## src/light_proxy_bounding_volume_top_macros.svh

```systemverilog
// Assertion macros for the light proxy bounding volume block.
`ifndef LIGHT_PROXY_BOUNDING_VOLUME_TOP_MACROS_SVH
`define LIGHT_PROXY_BOUNDING_VOLUME_TOP_MACROS_SVH
// Implication checked on every clock edge outside reset.
`define LPBV_ASSERT_IMPL(label, clk, rst_n, ante, cons, msg) \
    label: assert property (@(posedge clk) disable iff (!rst_n) (ante) |-> (cons)) \
        else $error(msg);
// Next-cycle implication.
`define LPBV_ASSERT_NEXT(label, clk, rst_n, ante, cons, msg) \
    label: assert property (@(posedge clk) disable iff (!rst_n) (ante) |=> (cons)) \
        else $error(msg);
`endif

```

## src/lpbv_pkg.sv

```systemverilog
// ----------------------------------------------------------------------------
// lpbv_pkg
// Shared types and constants of the light proxy bounding volume block.
// ----------------------------------------------------------------------------
`default_nettype none
package lpbv_pkg;
    localparam int MAX_VERTICES_DEF = 1024;
    localparam logic [31:0] MARGIN_Q16 = 32'd66;
    localparam logic [63:0] K_SPHERE_VOL = 64'd274517;
    localparam logic [63:0] K_TWO_PI = 64'd411775;
    localparam logic [31:0] STRENGTH_LIMIT = 32'd25856;

    typedef struct packed {
        logic [31:0] pos_x;
        logic [31:0] pos_y;
        logic [31:0] pos_z;
        logic        last_vertex;
    } t_in_beat;

    typedef struct packed {
        logic        proxy_kind;
        logic [31:0] first_x;
        logic [31:0] first_y;
        logic [31:0] first_z;
        logic [31:0] second_x;
        logic [31:0] second_y;
        logic [31:0] second_z;
        logic [31:0] sphere_radius;
        logic [63:0] radiosity;
    } t_out_beat;

    // Multiplier unit request / response: start / done handshake
    typedef struct packed {
        logic        start;
        logic [63:0] a;
        logic [63:0] b;
    } t_mul_req;

    typedef struct packed {
        logic        done;
        logic [63:0] q;
    } t_mul_rsp;
endpackage
`default_nettype wire

```

## src/lpbv_mul.sv

```systemverilog
// ----------------------------------------------------------------------------
// lpbv_mul
// Shared Q48.16 saturating multiplier: floor(a*b/2^16), four 32x32 partials.
// ----------------------------------------------------------------------------
`default_nettype none
module lpbv_mul (
    input  wire logic               i_clk,
    input  wire logic               i_rst_n,
    input  wire lpbv_pkg::t_mul_req i_req,
    output lpbv_pkg::t_mul_rsp      o_rsp
);
    logic [63:0]  r_a, r_b;
    logic [2:0]   r_step;
    logic         r_busy;
    logic [127:0] r_acc;
    logic [63:0]  r_prod;
    logic [31:0]  w_x, w_y;
    logic [6:0]   w_sh;
    logic         r_pv;
    logic [6:0]   r_psh;
    logic [127:0] w_sum;

    always_comb begin
        case (r_step[1:0])
            2'd0: begin w_x = r_a[31:0];  w_y = r_b[31:0];  w_sh = 7'd0;  end
            2'd1: begin w_x = r_a[31:0];  w_y = r_b[63:32]; w_sh = 7'd32; end
            2'd2: begin w_x = r_a[63:32]; w_y = r_b[31:0];  w_sh = 7'd32; end
            default: begin w_x = r_a[63:32]; w_y = r_b[63:32]; w_sh = 7'd64; end
        endcase
        w_sum = r_acc + ({64'd0, r_prod} << r_psh);
    end

    always_ff @(posedge i_clk) begin
        if (!i_rst_n) begin
            r_busy <= 1'b0;
            r_pv   <= 1'b0;
            o_rsp.done <= 1'b0;
        end else begin
            o_rsp.done <= 1'b0;
            r_pv <= 1'b0;
            if (i_req.start) begin
                r_a <= i_req.a;
                r_b <= i_req.b;
                r_step <= 3'd0;
                r_busy <= 1'b1;
                r_acc <= '0;
            end else if (r_busy) begin
                r_prod <= 64'(w_x) * 64'(w_y);
                r_psh <= w_sh;
                r_pv <= (r_step < 3'd4);
                if (r_pv) r_acc <= w_sum;
                r_step <= r_step + 3'd1;
                // all four partials are in r_acc by the last step
                if (r_step == 3'd5) begin
                    r_busy <= 1'b0;
                    o_rsp.done <= 1'b1;
                    o_rsp.q <= (|r_acc[127:80]) ? '1 : r_acc[79:16];
                end
            end
        end
    end
endmodule
`default_nettype wire

```

## config.mk

```make
export PLATFORM = sky130hd
export DESIGN_NAME = lpbv_mul
export DESIGN_NICKNAME = d
export VERILOG_FILES = /design/src/light_proxy_bounding_volume_top_macros.svh /design/src/lpbv_pkg.sv /design/src/lpbv_mul.sv
export SDC_FILE = /design/constraint.sdc
export NUM_CORES = 2
export LEC_CHECK = 0
export BUFFER_PORTS_ARGS = -buffer_cell sky130_fd_sc_hd__buf_4
export CORE_UTILIZATION = 30
export DETAILED_ROUTE_END_ITERATION = 7
export GPL_TIMING_DRIVEN = 0
export MAX_ROUTING_LAYER = met4
export PLACE_DENSITY = 0.49
export REMOVE_ABC_BUFFERS = 1
export SLEW_MARGIN = 0
export SYNTH_ARGS = -nofsm -noshare
export SYNTH_HDL_FRONTEND = slang
export SYNTH_SLANG_ARGS = --single-unit
```

## constraint.sdc

```tcl
create_clock -name i_clk -period 15.5 [get_ports i_clk]
set_input_delay 2.325 -clock i_clk [delete_from_list [all_inputs] [get_ports i_clk]]
set_output_delay 2.325 -clock i_clk [all_outputs]
set_load 0.005 [all_outputs]
```

==> run_results.csv <==
group,metric,value,unit
clock_tree,h-tree-depth,2,
routing,routed_via_density,5.06,
die,die_w,436,um
critical_path,slowest_delay,850,ps
finish,nets,7506,
critical_path,reg2reg_from,"r_step[0]$_SDFFCE_PP0P_",
clock_tree,cts_buffers,51,
critical_path,path_common_cell,"fa_1",
job,maxCapViolations,0,
die,dieArea,190000,sq um
yosys,ys.flop_type,"edfxtp_1",
routing,wl,200,mm
finish,layout-drive-gt1-share,8.78,%
place,dpl.hpwl,164,mm
timing,hold_slack,493,ps
timing,max_freq,89.2,MHz
yosys,yosysMostFrequentCell,"inv_1",
die,die_height,436,um
yosys,synth-edff-count,389,
die,ios,196,
timing,clock_skew,69.9,ps
clock_tree,cts.sinks,392,
global_routing,grt_pass1_vias,45400,
run_status,status,"completed",
routing,final_antenna_net_count,0,
die,initial_core_util,30.3,%
timing,final_max_slew_viol_count,0,
yosys,netlist-cell-type-count,92,
yosys,seq_area_frac_synth,20.8,%
die,coreArea,186000,sq um
critical_path,end_kind,"flop",
routing,drtIter0Drc,3327,
routing,route.vias.total,43500,
global_routing,track_usage,21.5,%
clock_tree,cts-root-buf,"clkbuf_16",
clock_tree,postCtsResizedCells,0,
yosys,synth_area,56500,sq um
yosys,async_flop_share,0,%
critical_path,slowest_stage,"mux2i_4",
clock_tree,clock_path_buffers,3,
finish,finish.utilization,34.4,%
yosys,syn_area_per_cell,9.33,sq um
clock_tree,post_cts_buffers,0,
timing,tightest_slew,1310,ps
clock_tree,clk_pin_slew,60,ps
place,globalplace.congestion,0.969,
global_routing,grt_overflow,0,
timing,final.setup.worst_slack,4290,ps
routing,wire_per_inst,23.2,um
clock_tree,worst_skew_pair.late_latency,740,ps
timing,fin_crit,11210,ps
critical_path,crit_type,"flop to flop",
clock_tree,cts_tree,"built",
critical_path,crit_path_start_kind,"flop",
place,portBuffers,195,
min_path,hold_class,"flop to flop",
critical_path,critical_path_required,15910,ps
yosys,synth_cells,6054,
yosys,yosysTopAreaCell,"fa_1",
critical_path,critPathMaxFanout,22,
timing,min_period_over_period,72.3,%
global_routing,grt_max_degree,100,
finish,n_fill_cell,19200,
routing,drc,0,
timing,max_slew_margin,12.7,%
yosys,synth_warnings,0,
yosys,ys_top_cells_by_area,"fa_1, edfxtp_1, ha_1, inv_1, nor2_1",
finish,final_cells,8608,
timing,setup_viol,0,
global_routing,grt_pass1_wl,296,mm
place,dp.cells,8510,
die,row_count,158,
yosys,yosysTopAreaCellShare,31.8,%
yosys,synth.ff_latch_count,392,
min_path,hp-start,"r_step[2]$_SDFFCE_PP0P_",
global_routing,antenna_found_initial,1,
routing,first_pass_iters,6,
critical_path,critPathArrivalTime,11620,ps
critical_path,cp-startpoint,"r_step[0]$_SDFFCE_PP0P_",
clock_tree,hold_buffers,0,
finish,area_growth,13.5,%
yosys,yosys-top-cells-count,"inv_1, fa_1, nor2_1",
place,dp_slack,4270,ps
timing,rsz0062_at_grt,"false",
timing,finalHoldViolCount,0,
## critical path: cells and delay by family, from the launching register on
| kind | cells | cell delay (ps) |
|---|---|---|
| muxes | 1 | 850 |
| AOI/OAI and AO/OA | 7 | 2370 |
| and+or+nand+nor | 5 | 1290 |
| buffers and inverters | 8 | 1060 |
| DFF | 1 | 390 |
| adders and majority gates | 10 | 4770 |
## state kept, by name, indices dropped and copies added (netlist names)
name	cells
r_step	3
r_pv	1
r_a	64
r_acc	128
r_busy	1
r_prod	64
r_psh	2
r_b	64
o_rsp	65
## kinds of logic (layout without fill, tap and decap cells)
group	after synthesis	in the layout	share of synthesized area, %
muxes	165	165	3.07
AOI/OAI and AO/OA	832	832	9.59
adders and majority gates	1291	1291	40.5
DFF	392	392	20.8
and+or+nand+nor	1958	1958	15.0
xor gates and xnor gates	175	175	2.71
other	0	1	0
buffers and inverters	1241	1314	8.34
## cells in the final DEF (no fill, tap or decap), types with 18 or more instances in the layout
cell type | Yosys | final
o21bai_1 | 64 | 64
mux2_2 | 62 | 62
nor2b_1 | 68 | 65
o21ai_0 | 119 | 119
nor4_1 | 18 | 18
ha_1 | 394 | 394
nand2_1 | 624 | 624
a21oi_1 | 273 | 273
and2_1 | 49 | 48
a21o_1 | 94 | 94
o21a_1 | 33 | 33
nand2b_1 | 84 | 84
or2_2 | 18 | 18
nor2_1 | 869 | 865
nor3_1 | 48 | 47
xnor2_1 | 110 | 110
mux2i_4 | 0 | 53
buf_4 | 6 | 196
fa_1 | 897 | 897
xor2_1 | 65 | 65
inv_1 | 946 | 945
edfxtp_1 | 389 | 389
nand4_1 | 85 | 85
nand3_1 | 40 | 40
a31oi_1 | 24 | 24
buf_16 | 0 | 41
a22o_1 | 32 | 32
mux2i_1 | 97 | 38
clkbuf_16 | 0 | 51
buf_12 | 0 | 18
o21ai_1 | 49 | 49
## through the flow
stage / area, sq um / TNS [ps]
3_5_place_dp: 62400 / 0
2_1_floorplan: 55400 / 0
4_1_cts: 64100 / 0
5_1_grt: 64100 / 0
3_3_place_gp: 59900 / -107590
6_report: 64100 / 0
## metal layers
| metal | up-vias | track usage (%) | wire [um] |
|---|---|---|---|
| met5 | - | - | 0 |
| met4 | 0 | 7.79 | 8160 |
| met3 | 318 | 2.77 | 10800 |
| met2 | 1402 | 35.2 | 95600 |
| met1 | 22300 | 27.2 | 85000 |
| li1 | 19500 | - | - |
## final timing paths
check / slack (ps) / end / depth (start not counted)
worst min-delay path: 490 / r_pv$_SDFF_PP0_ / 1
worst max-delay path: 4290 / r_prod[61]$_DFFE_PP_ / 31
worst min register to register: 490 / r_pv$_SDFF_PP0_ / 1
worst max register to register: 4290 / r_prod[61]$_DFFE_PP_ / 31
## cell type report
type	count	area (sq um)	share of cell area, %
Antenna cell	1	2.50	0.00390
Clock buffer	62	1330	2.07
Clock inverter	34	428	0.667
Inverter	947	3550	5.54
Multi-Input combinational cell	4421	40800	63.6
Sequential cell	392	11700	18.3
Tap cell	2480	3100	4.84
Timing Repair Buffer	271	3170	4.95
Power is left out: the tool's default activity adds up to more than one toggle a clock period on the data nets, which glitch-free logic cannot reach.
